--- config.mk ---
export PLATFORM = sky130hd
export DESIGN_NAME = modbus_crc_frame_checker_unit
export DESIGN_NICKNAME = d
export VERILOG_FILES = /design/src/hdl/mcrc_pkg.sv /design/src/hdl/mcrc_in_stage.sv /design/src/hdl/mcrc_frame_core.sv /design/src/hdl/mcrc_out_stage.sv /design/src/hdl/modbus_crc_frame_checker_unit.sv
export SDC_FILE = /design/constraint.sdc
export NUM_CORES = 1
export LEC_CHECK = 0
export BUFFER_PORTS_ARGS = -buffer_cell sky130_fd_sc_hd__buf_2
export CORE_ASPECT_RATIO = 0.9
export CORE_MARGIN = 2
export CORE_UTILIZATION = 57
export DETAILED_ROUTE_END_ITERATION = 6
export PLACE_DENSITY = 0.79
export SYNTH_ARGS = -nofsm -noshare
export SYNTH_HDL_FRONTEND = slang
export SYNTH_SLANG_ARGS = --single-unit
--- constraint.sdc ---
create_clock -name i_clk -period 4.5 [get_ports i_clk]
set_input_delay 0.225 -clock i_clk [delete_from_list [all_inputs] [get_ports i_clk]]
set_output_delay 0.225 -clock i_clk [all_outputs]
set_load 0.05 [all_outputs]
--- src/hdl/mcrc_pkg.sv ---
package mcrc_pkg;

    // Frame layout
    localparam int PAYLOAD_BYTES = 62;
    localparam int POS_W         = 8;
    localparam logic [POS_W-1:0] POS_CRC_LO = POS_W'(PAYLOAD_BYTES);
    localparam logic [POS_W-1:0] POS_CRC_HI = POS_W'(PAYLOAD_BYTES + 1);

    // CRC-16/MODBUS constants
    localparam logic [15:0] CRC_INIT = 16'hFFFF;
    localparam logic [15:0] CRC_POLY = 16'hA001;

    // One incoming byte with its start flag
    typedef struct packed {
        logic [7:0] data_byte;
        logic       frame_start;
    } t_byte_item;

    // One frame verdict
    typedef struct packed {
        logic [15:0] computed_crc;
        logic [15:0] received_crc;
        logic        crc_match;
    } t_result;

    // Reflected CRC update over one byte, eight shift steps
    function automatic logic [15:0] crc_byte(input logic [15:0] crc, input logic [7:0] b);
        logic [15:0] c;
        c = crc ^ {8'h00, b};
        for (int k = 0; k < 8; k++) begin
            if (c[0]) begin
                c = (c >> 1) ^ CRC_POLY;
            end else begin
                c = c >> 1;
            end
        end
        return c;
    endfunction

endpackage

--- src/hdl/mcrc_in_stage.sv ---
module mcrc_in_stage (
    input  logic                i_clk,
    input  logic                i_rst_n,
    input  logic                i_valid,
    output logic                o_ready,
    input  mcrc_pkg::t_byte_item i_item,
    input  logic                i_consume,
    output logic                o_valid,
    output mcrc_pkg::t_byte_item o_item
);
    import mcrc_pkg::*;

    logic       r_valid;
    logic       n_valid;
    t_byte_item r_item;

    // Take a new transaction when empty or when the held one moves on
    assign o_ready = !r_valid || i_consume;

    always_comb begin
        n_valid = r_valid;
        if (i_valid && o_ready) begin
            n_valid = 1'b1;
        end else if (i_consume) begin
            n_valid = 1'b0;
        end
    end

    always_ff @(posedge i_clk) begin
        if (!i_rst_n) begin
            r_valid <= 1'b0;
        end else begin
            r_valid <= n_valid;
        end
    end

    // Payload holds without reset
    always_ff @(posedge i_clk) begin
        if (i_valid && o_ready) begin
            r_item <= i_item;
        end
    end

    assign o_valid = r_valid;
    assign o_item  = r_item;
endmodule

--- src/hdl/mcrc_frame_core.sv ---
module mcrc_frame_core (
    input  logic                 i_clk,
    input  logic                 i_rst_n,
    input  logic                 i_valid,
    input  mcrc_pkg::t_byte_item i_item,
    input  logic                 i_out_free,
    output logic                 o_consume,
    output logic                 o_res_valid,
    output mcrc_pkg::t_result    o_res
);
    import mcrc_pkg::*;

    logic [15:0]      r_crc;
    logic [15:0]      n_crc;
    logic [POS_W-1:0] r_pos;
    logic [POS_W-1:0] n_pos;
    logic [7:0]       r_crc_lo;
    logic [7:0]       n_crc_lo;

    logic [15:0]      crc_eff;
    logic [POS_W-1:0] pos_eff;
    logic             is_end;
    logic [15:0]      rx_crc;

    // Restart on the start flag before using the byte
    assign crc_eff = i_item.frame_start ? CRC_INIT : r_crc;
    assign pos_eff = i_item.frame_start ? '0 : r_pos;
    assign is_end  = (pos_eff == POS_CRC_HI);

    // A frame end needs room in the result register
    assign o_consume   = i_valid && (!is_end || i_out_free);
    assign o_res_valid = o_consume && is_end;

    assign rx_crc              = {i_item.data_byte, r_crc_lo};
    assign o_res.computed_crc  = crc_eff;
    assign o_res.received_crc  = rx_crc;
    assign o_res.crc_match     = (crc_eff == rx_crc);

    // Advance frame state
    always_comb begin
        n_crc    = r_crc;
        n_pos    = r_pos;
        n_crc_lo = r_crc_lo;
        if (o_consume) begin
            if (pos_eff < POS_CRC_LO) begin
                n_crc = crc_byte(crc_eff, i_item.data_byte);
                n_pos = pos_eff + 1'b1;
            end else if (pos_eff == POS_CRC_LO) begin
                n_crc    = crc_eff;
                n_crc_lo = i_item.data_byte;
                n_pos    = pos_eff + 1'b1;
            end else begin
                n_crc = CRC_INIT;
                n_pos = '0;
            end
        end
    end

    always_ff @(posedge i_clk) begin
        if (!i_rst_n) begin
            r_crc    <= CRC_INIT;
            r_pos    <= '0;
            r_crc_lo <= '0;
        end else begin
            r_crc    <= n_crc;
            r_pos    <= n_pos;
            r_crc_lo <= n_crc_lo;
        end
    end
endmodule

--- src/hdl/mcrc_out_stage.sv ---
module mcrc_out_stage (
    input  logic              i_clk,
    input  logic              i_rst_n,
    input  logic              i_load,
    input  mcrc_pkg::t_result i_res,
    input  logic              i_ready,
    output logic              o_free,
    output logic              o_valid,
    output mcrc_pkg::t_result o_res
);
    import mcrc_pkg::*;

    logic    r_valid;
    logic    n_valid;
    t_result r_res;

    // Room when empty or when the held transaction leaves now
    assign o_free = !r_valid || i_ready;

    always_comb begin
        n_valid = r_valid;
        if (i_load) begin
            n_valid = 1'b1;
        end else if (i_ready) begin
            n_valid = 1'b0;
        end
    end

    always_ff @(posedge i_clk) begin
        if (!i_rst_n) begin
            r_valid <= 1'b0;
        end else begin
            r_valid <= n_valid;
        end
    end

    always_ff @(posedge i_clk) begin
        if (i_load) begin
            r_res <= i_res;
        end
    end

    assign o_valid = r_valid;
    assign o_res   = r_res;
endmodule

--- src/hdl/modbus_crc_frame_checker_unit.sv ---
// Checks CRC-16/MODBUS on fixed frames of PAYLOAD_BYTES payload bytes followed by a
// little-endian two-byte checksum. One byte is taken per cycle with no gaps needed unless
// a frame end waits for room in the result register; a byte passes an input register and
// the combinational byte CRC update, and each verdict lands in a result register.
// Only the last byte of each frame yields a result transaction; a set start flag
// drops any unfinished frame and begins a new one, and frames may also run back to
// back without it. Input ready drops only while a frame end waits on a result held downstream.
module modbus_crc_frame_checker_unit (
    input  logic        i_clk,
    input  logic        i_rst_n,
    input  logic        i_valid,
    output logic        o_ready,
    input  logic [7:0]  i_data_byte,
    input  logic        i_frame_start,
    output logic        o_valid,
    input  logic        i_ready,
    output logic [15:0] o_computed_crc,
    output logic [15:0] o_received_crc,
    output logic        o_crc_match
);
    import mcrc_pkg::*;

    t_byte_item in_item;
    t_byte_item held_item;
    logic       held_valid;
    logic       consume;
    logic       out_free;
    logic       res_valid;
    t_result    res;
    t_result    out_res;

    assign in_item.data_byte   = i_data_byte;
    assign in_item.frame_start = i_frame_start;

    mcrc_in_stage u_in (
        .i_clk     (i_clk),
        .i_rst_n   (i_rst_n),
        .i_valid   (i_valid),
        .o_ready   (o_ready),
        .i_item    (in_item),
        .i_consume (consume),
        .o_valid   (held_valid),
        .o_item    (held_item)
    );

    mcrc_frame_core u_core (
        .i_clk       (i_clk),
        .i_rst_n     (i_rst_n),
        .i_valid     (held_valid),
        .i_item      (held_item),
        .i_out_free  (out_free),
        .o_consume   (consume),
        .o_res_valid (res_valid),
        .o_res       (res)
    );

    mcrc_out_stage u_out (
        .i_clk   (i_clk),
        .i_rst_n (i_rst_n),
        .i_load  (res_valid),
        .i_res   (res),
        .i_ready (i_ready),
        .o_free  (out_free),
        .o_valid (o_valid),
        .o_res   (out_res)
    );

    assign o_computed_crc = out_res.computed_crc;
    assign o_received_crc = out_res.received_crc;
    assign o_crc_match    = out_res.crc_match;
endmodule

Word-level counts from Yosys, hierarchy flattened
Index checks and enable logic that the tools add are counted.
{"block": "op_classes", "addsub": 1, "order_cmp": 1, "n_eq_ne": 3, "n_mux": 32, "bitwise": 10, "n_reduce_logical": 12}
{"op": "$mux W16", "n": 25}
{"op": "$mux W8", "n": 3}
{"op": "$not A2 Y3", "n": 8}
{"op": "$eq A16 B16 Y1", "n": 1}
{"op": "$eq A8 B6 Y1 const B", "n": 2}
{"op": "$xor A16 B8 Y16", "n": 1}
{"op": "$add A8 B1 Y8 const B", "n": 1}
{"op": "$lt A8 B6 Y1 const B", "n": 1}
{"op": "$mux W1", "n": 4}
{"op": "$reduce_bool A2 Y1", "n": 2}
{"op": "$logic_and A1 B1 Y1", "n": 3}
{"op": "$logic_not A1 Y1", "n": 3}
{"op": "$logic_or A1 B1 Y1", "n": 3}
{"op": "$reduce_and A3 Y1", "n": 1}
{"op": "$not A1 Y1", "n": 1}
{"block": "word_totals", "regBits": 76, "input_bits": 13, "output_inout_bits": 35, "wordCells": 69}

Logic depth before layout (Yosys ltp)
{"block": "logic_depth", "word_depth": 33, "ltp_mapped": 13, "mapped_depth_nobuf": 9}

Hierarchy
Synthesis repeated with hierarchy kept, for this count alone.
{"block": "unflattened", "cells_unflattened": 347, "area_unflattened_um2": 3641.0}
{"module": "mcrc_frame_core", "instances": 1, "cells_each": 296, "area_each_um2": 2273.4, "seq_area_each_um2": 640.6}
{"module": "mcrc_out_stage", "instances": 1, "cells_each": 37, "area_each_um2": 1039.7, "seq_area_each_um2": 1011.0}
{"module": "mcrc_in_stage", "instances": 1, "cells_each": 14, "area_each_um2": 327.8, "seq_area_each_um2": 290.3}

Worst setup path after synthesis
Ideal clock, no wire load.
{"block": "synth_path", "kind": "register -> register", "from": "register u_in.r_item, in the netlist u_in.o_item[0]", "to": "register u_out.r_res, in the netlist u_out.o_res[0] (enable)", "setup_time_ns": 0.423, "t_arrival_ns": 3.209, "required_ns": 4.077, "setup_slack_ns": 0.868, "path_stages_with_launch": 11, "n_path_buf": 4, "synth_period_minus_slack_ns": 3.632, "cell_sequence": "edfxtp_1 > buf_4 > buf_2 > clkbuf_1 > nand2b_1 > inv_1 > ha_1 > nand3_1 > o21ai_2 > buf_2 > nor2_1"}
{"block": "synth_via", "elab_chain_len": 6}
{"element": "start: declaration", "line_no": "mcrc_in_stage.sv:15", "rtl": "t_byte_item r_item;"}
{"element": "start signal: assignment", "line_no": "mcrc_in_stage.sv:40", "rtl": "r_item <= i_item;"}
{"element": "$mux W8 *", "line_no": "mcrc_frame_core.sv:27", "rtl": "assign pos_eff = i_item.frame_start ? '0 : r_pos;"}
{"element": "$eq A8 B6 Y1 *", "line_no": "mcrc_frame_core.sv:28", "rtl": "assign is_end = (pos_eff == POS_CRC_HI);"}
{"element": "$logic_not A1 Y1", "line_no": "mcrc_frame_core.sv:31", "rtl": "assign o_consume = i_valid && (!is_end || i_out_free);"}
{"element": "$logic_or A1 B1 Y1", "line_no": "mcrc_frame_core.sv:31"}
{"element": "$logic_and A1 B1 Y1", "line_no": "mcrc_frame_core.sv:31"}
{"element": "$logic_and A1 B1 Y1 *", "line_no": "mcrc_frame_core.sv:32", "rtl": "assign o_res_valid = o_consume && is_end;"}
{"element": "via res_valid", "line_no": "modbus_crc_frame_checker_unit.sv:28", "rtl": "logic res_valid;"}
{"element": "end signal: assignment", "line_no": "mcrc_out_stage.sv:39", "rtl": "r_res <= i_res;"}
{"element": "end: declaration", "line_no": "mcrc_out_stage.sv:15", "rtl": "t_result r_res;"}
The timed path passes the listed nets; every way through them passes the cells marked *.
A chain may end at the register's enable or synchronous reset.

Worst setup path after layout
{"block": "layout_path", "from": "register u_in.r_item, in the netlist u_in.o_item[0]", "to": "register u_core.r_crc[9]"}
{"block": "layout_via", "elab_chain_len": 27, "elab_cells_between_ends": 37, "cone_classes": "1 x order compare; 2 x eq/ne; 26 x mux; 5 x bitwise; 3 x reduce/logical"}
{"element": "$mux W16", "line_no": "mcrc_frame_core.sv:26", "rtl": "assign crc_eff = i_item.frame_start ? CRC_INIT : r_crc;"}
{"element": "$xor A16 B8 Y16", "line_no": "mcrc_pkg.sv:29", "rtl": "c = crc ^ {8'h00, b};"}
{"element": "$not A2 Y3 (no source line)"}
{"element": "$mux W16", "line_no": "mcrc_pkg.sv:31", "rtl": "if (c[0]) begin"}
{"element": "$mux W16", "line_no": "mcrc_frame_core.sv:45", "rtl": "if (pos_eff < POS_CRC_LO) begin"}
{"element": "$mux W16", "line_no": "mcrc_frame_core.sv:44", "rtl": "if (o_consume) begin"}
{"element": "$mux W16", "line_no": "mcrc_pkg.sv:31"}
{"element": "$mux W16", "line_no": "mcrc_frame_core.sv:45"}
{"element": "(+11 left out)"}
{"element": "$mux W16", "line_no": "mcrc_pkg.sv:31"}
{"element": "$mux W16", "line_no": "mcrc_frame_core.sv:45"}
{"element": "$mux W16", "line_no": "mcrc_frame_core.sv:44"}
{"element": "$mux W16", "line_no": "mcrc_pkg.sv:31"}
{"element": "$mux W16", "line_no": "mcrc_frame_core.sv:45"}
{"element": "$mux W16", "line_no": "mcrc_frame_core.sv:44"}
{"element": "$mux W16", "line_no": "mcrc_pkg.sv:31"}
{"element": "$mux W16", "line_no": "mcrc_frame_core.sv:45"}
{"element": "end signal: assignment", "line_no": "mcrc_frame_core.sv:65", "rtl": "r_crc <= n_crc;"}
{"element": "end: declaration", "line_no": "mcrc_frame_core.sv:13", "rtl": "logic [15:0] r_crc;"}
Several ways; a longest one is shown, not always the timed one. The select of a mux whose other input is x is not followed.

==> run_results.csv <==
group,metric,value,unit
outcome,status,"finished clean",
synthesis,synth_area_leaders,"edfxtp_1 (36%), dfxtp_1 (19%), xnor2_1 (5.0%)",
finish,area_growth,12.2,%
worst_setup_path,cp-end-kind,"flop",
synthesis,synth_nets,344,
pwr,p_leak,1.43,nW
synthesis,yosysTopAreaCell,"edfxtp_1",
worst_setup_path,cp_data_required_time,4740,ps
clock_tree,hold_buffers,0,
timing,worst_pin_slew,1110,ps
drt,routedWlPerCell,15.2,um
timing,finalHoldViolCount,0,
worst_setup_path,reg2reg_depth,8,
placed_design,dp.cells,429,
clock_tree,cts_max_level,3,
worst_setup_path,reg2reg_to,"u_core.r_crc[9]$_SDFFE_PN1N_",
floorplan,rows,27,
pwr,switching_share,24.9,%
finish,drive_gt1_share,20.9,%
synthesis,synth_seq_cells,76,
worst_setup_path,r2r-start,"u_in.o_item[0]$_DFFE_PP_",
finish,final_area,3940,um^2
synthesis,netlist.area_leader.share,35.9,%
drt,first_iter_violations,226,
clock_tree,cts.sinks,76,
placed_design,io_buffers,47,
floorplan,io_pins,48,
global_route,grt_max_degree,37,
timing,slew_headroom,25.7,%
synthesis,syn_inst,329,
worst_setup_path,worstSetupStartpointType,"flop",
timing,setup_viol,0,
global_route,grt_first_pass_wirelength,11100,um
worst_setup_path,cpPeakStageDelay,620,ps
worst_setup_path,cp_cell_sequence,"buf_4 -> nor2b_1 -> ha_1 -> nand3_1 -> o21ai_2 -> a31oi_1 -> o22ai_1 -> nand2_1",
global_route,overflow,0,
pwr,pwr-share-seq,53.1,%
drt,dr.pass1.iters,5,
synthesis,syn_area,3510,um^2
flow_run,max-cap-violations,0,
drt,wl,6780,um
clock_tree,root_buffer,"clkbuf_8",
worst_setup_path,critPathCapture,"u_core.r_crc[9]$_SDFFE_PN1N_",
global_route,antenna_found_initial,0,
pwr,p_sw,371,uW
pwr,clkPwrFrac,34.1,%
worst_setup_path,rrSetupSlack,1540,ps
synthesis,synth_edf_count,42,
drt,detail-route-antenna-nets,0,
synthesis,syn_area_per_cell,10.7,um^2
global_route,grt_pass1_vias,2308,
timing,fin_skew,7.36,ps
floorplan,die-area,6810,um^2
worst_setup_path,worst-path-max-fanout,36,
placed_design,hpwl,4680,um
clock_tree,worstSkewPairLatency,360,ps
clock_tree,cts_tree,"yes",
pwr,power.density,378,nW/um^2
timing,drv_slew,0,
finish,final.fill_count,488,
hold_path,hp-class,"in -> reg",
worst_setup_path,worst-path-stages,8,
clock_tree,cts_setup_buffers,0,
drt,via_per_inst,5.73,
worst_setup_path,worstSetupStartpoint,"u_in.o_item[0]$_DFFE_PP_",
drt,vias,2549,
synthesis,synth.distinct_cells,45,
clock_tree,clkSlewWorstSetupHoldPaths,80,ps
global_route,track_usage,21.6,%
finish,multiInputGateArea,1450,um^2
floorplan,initial_core_util,58.1,%
synthesis,ys_seq_area_share,55.3,%
pwr,p_int,1.12,mW
synthesis,yosysWarnings,0,
pwr,ir_drop,242,uV
placed_design,gp_congestion,0.995,
clock_tree,numCtsBuffers,9,
clock_tree,cts_resized,0,
timing,finalSetupTns,0,ps
clock_tree,clockBufferDepth,2,
timing,max_freq,0.337,GHz
finish,diodes,0,
placed_design,post_dp_cell_area,3750,um^2
drt,route.detailed.drc,0,
pwr,share_comb_of_total_power,12.8,%
finish,stdcell_count,445,
floorplan,core,6050,um^2
synthesis,yosys_most_used_dff,"edfxtp_1",
finish,regArea,1940,um^2
worst_setup_path,crit_arrival,3200,ps
synthesis,synthArstFlopShare,0,%
timing,period_minus_slack,2960,ps
timing,rsz0062_at_grt,"false",
finish,fin_util,65.2,%
timing,period_share,65.9,%
finish,fin_nets,383,
worst_setup_path,cp_top_family,"compound AO/OA/AOI/OAI gates",
worst_setup_path,slowest_stage,"o21ai_2",
worst_setup_path,crit_type,"reg -> reg",
floorplan,die_y,78.5,um
floorplan,die_width,86.8,um
worst_setup_path,worst-path-buf-inv,1,
-- per-stage QoR --
step | worst slack (ps) | total power [mW] | hold slack, ps
CTS | 1580 | 1.50 | 36.5
floorplan | 868 | 0.958 | 324
finish | 1540 | 1.49 | 37.7
global route | 1240 | 1.55 | 22.6
global placement | 1750 | 0.987 | 401
detailed placement | 1590 | 0.994 | 404
-- synthesized netlist by cell type, drive strengths merged, types with 2 or more instances --
| cell type | n |
|---|---|
| a21oi | 21 |
| a22o | 5 |
| a31oi | 6 |
| and4 | 2 |
| buf | 12 |
| clkbuf | 9 |
| dfxtp | 34 |
| edfxtp | 42 |
| ha | 2 |
| inv | 5 |
| mux2i | 8 |
| nand2 | 29 |
| nand2b | 2 |
| nand3 | 7 |
| nor2 | 31 |
| nor2b | 3 |
| nor3 | 17 |
| o21ai | 14 |
| o22ai | 14 |
| or2 | 15 |
| or4 | 3 |
| xnor2 | 20 |
| xnor3 | 3 |
| xor2 | 15 |
-- kinds of logic (layout without fill, tap and decap cells) --
logic type,after synthesis,count (layout),synth area share (%)
xor+xnor,38,38,10.7
compound gates,65,65,11.0
flops,76,76,55.3
fa+ha+maj,2,2,0.712
simple gates,114,114,16.5
buf+inv,26,70,3.60
mux,8,8,2.28
-- cells in the final DEF, fill, tap and decap left out, types with 5 or more instances in the layout --
cell type / netlist / routed
a22o_1: 5 / 5
a31oi_1: 6 / 6
o21ai_0: 7 / 7
xnor2_1: 20 / 20
dfxtp_1: 34 / 34
nand3_1: 7 / 7
nor3_1: 16 / 16
nand2_1: 29 / 29
o21ai_1: 6 / 6
o22ai_1: 14 / 14
or2_1: 7 / 7
xor2_1: 15 / 15
clkbuf_8: 0 / 10
or2_2: 7 / 7
edfxtp_1: 42 / 42
buf_2: 8 / 47
inv_1: 5 / 5
a21oi_1: 21 / 21
mux2i_1: 8 / 8
nor2_1: 29 / 28
-- layer usage --
| layer | vias up | global-route usage, % | wire, um |
|---|---|---|---|
| met5 | - | 0 | 0 |
| met4 | 0 | 5.47 | 71 |
| met3 | 7 | 7.89 | 398 |
| met2 | 96 | 34.6 | 3160 |
| met1 | 1209 | 27.8 | 3140 |
| li1 | 1237 | - | - |
-- area by class of cell --
| class | instances | area share (%) |
|---|---|---|
| sequential | 76 | 49.3 |
| multi-input combinational | 227 | 36.7 |
| timing repair buffer | 49 | 6.35 |
| clock buffer | 11 | 3.59 |
| tap | 72 | 2.29 |
| clock inverter | 5 | 1.30 |
| inverter | 5 | 0.476 |
-- worst min-delay path by stage --
| stage | startpoint | endpoint | slack (ps) | cells past startpoint |
|---|---|---|---|---|
| 3_3_place_gp | i_frame_start | u_in.o_item[0]$_DFFE_PP_ | 400 | 1 |
| 5_1_grt | i_frame_start | u_in.o_item[0]$_DFFE_PP_ | 20 | 1 |
| 6_report | i_data_byte[1] | u_in.o_item[2]$_DFFE_PP_ | 40 | 1 |
| 3_5_place_dp | i_frame_start | u_in.o_item[0]$_DFFE_PP_ | 400 | 1 |
| 2_1_floorplan | i_frame_start | u_in.o_item[0]$_DFFE_PP_ | 320 | 0 |
| 4_1_cts | i_data_byte[1] | u_in.o_item[2]$_DFFE_PP_ | 40 | 1 |
-- worst reg2reg max path, stage by stage (launching register included) --
cell and delay [ps]:
edfxtp_1 350, buf_4 250, nor2b_1 310, ha_1 330, nand3_1 200, o21ai_2 620, a31oi_1 390, o22ai_1 320
nand2_1 70
-- power groups by stage --
stage          clock, mW  sequential [mW]  combinational (mW)
2_1_floorplan          0            0.785               0.172
3_3_place_gp           0            0.804               0.183
3_5_place_dp           0            0.805               0.188
4_1_cts            0.517            0.789               0.190
5_1_grt            0.544            0.793               0.211
6_report           0.508            0.791               0.191
-- sequential cells by signal, indices dropped and copies added, names as in the netlist --
register,flops
u_out.o_valid,1
u_core.r_crc,16
u_in.o_item,9
u_in.o_valid,1
u_out.o_res,33
u_core.r_pos,8
u_core.r_crc_lo,8
Note: power is estimated with default switching activity, not from simulation.
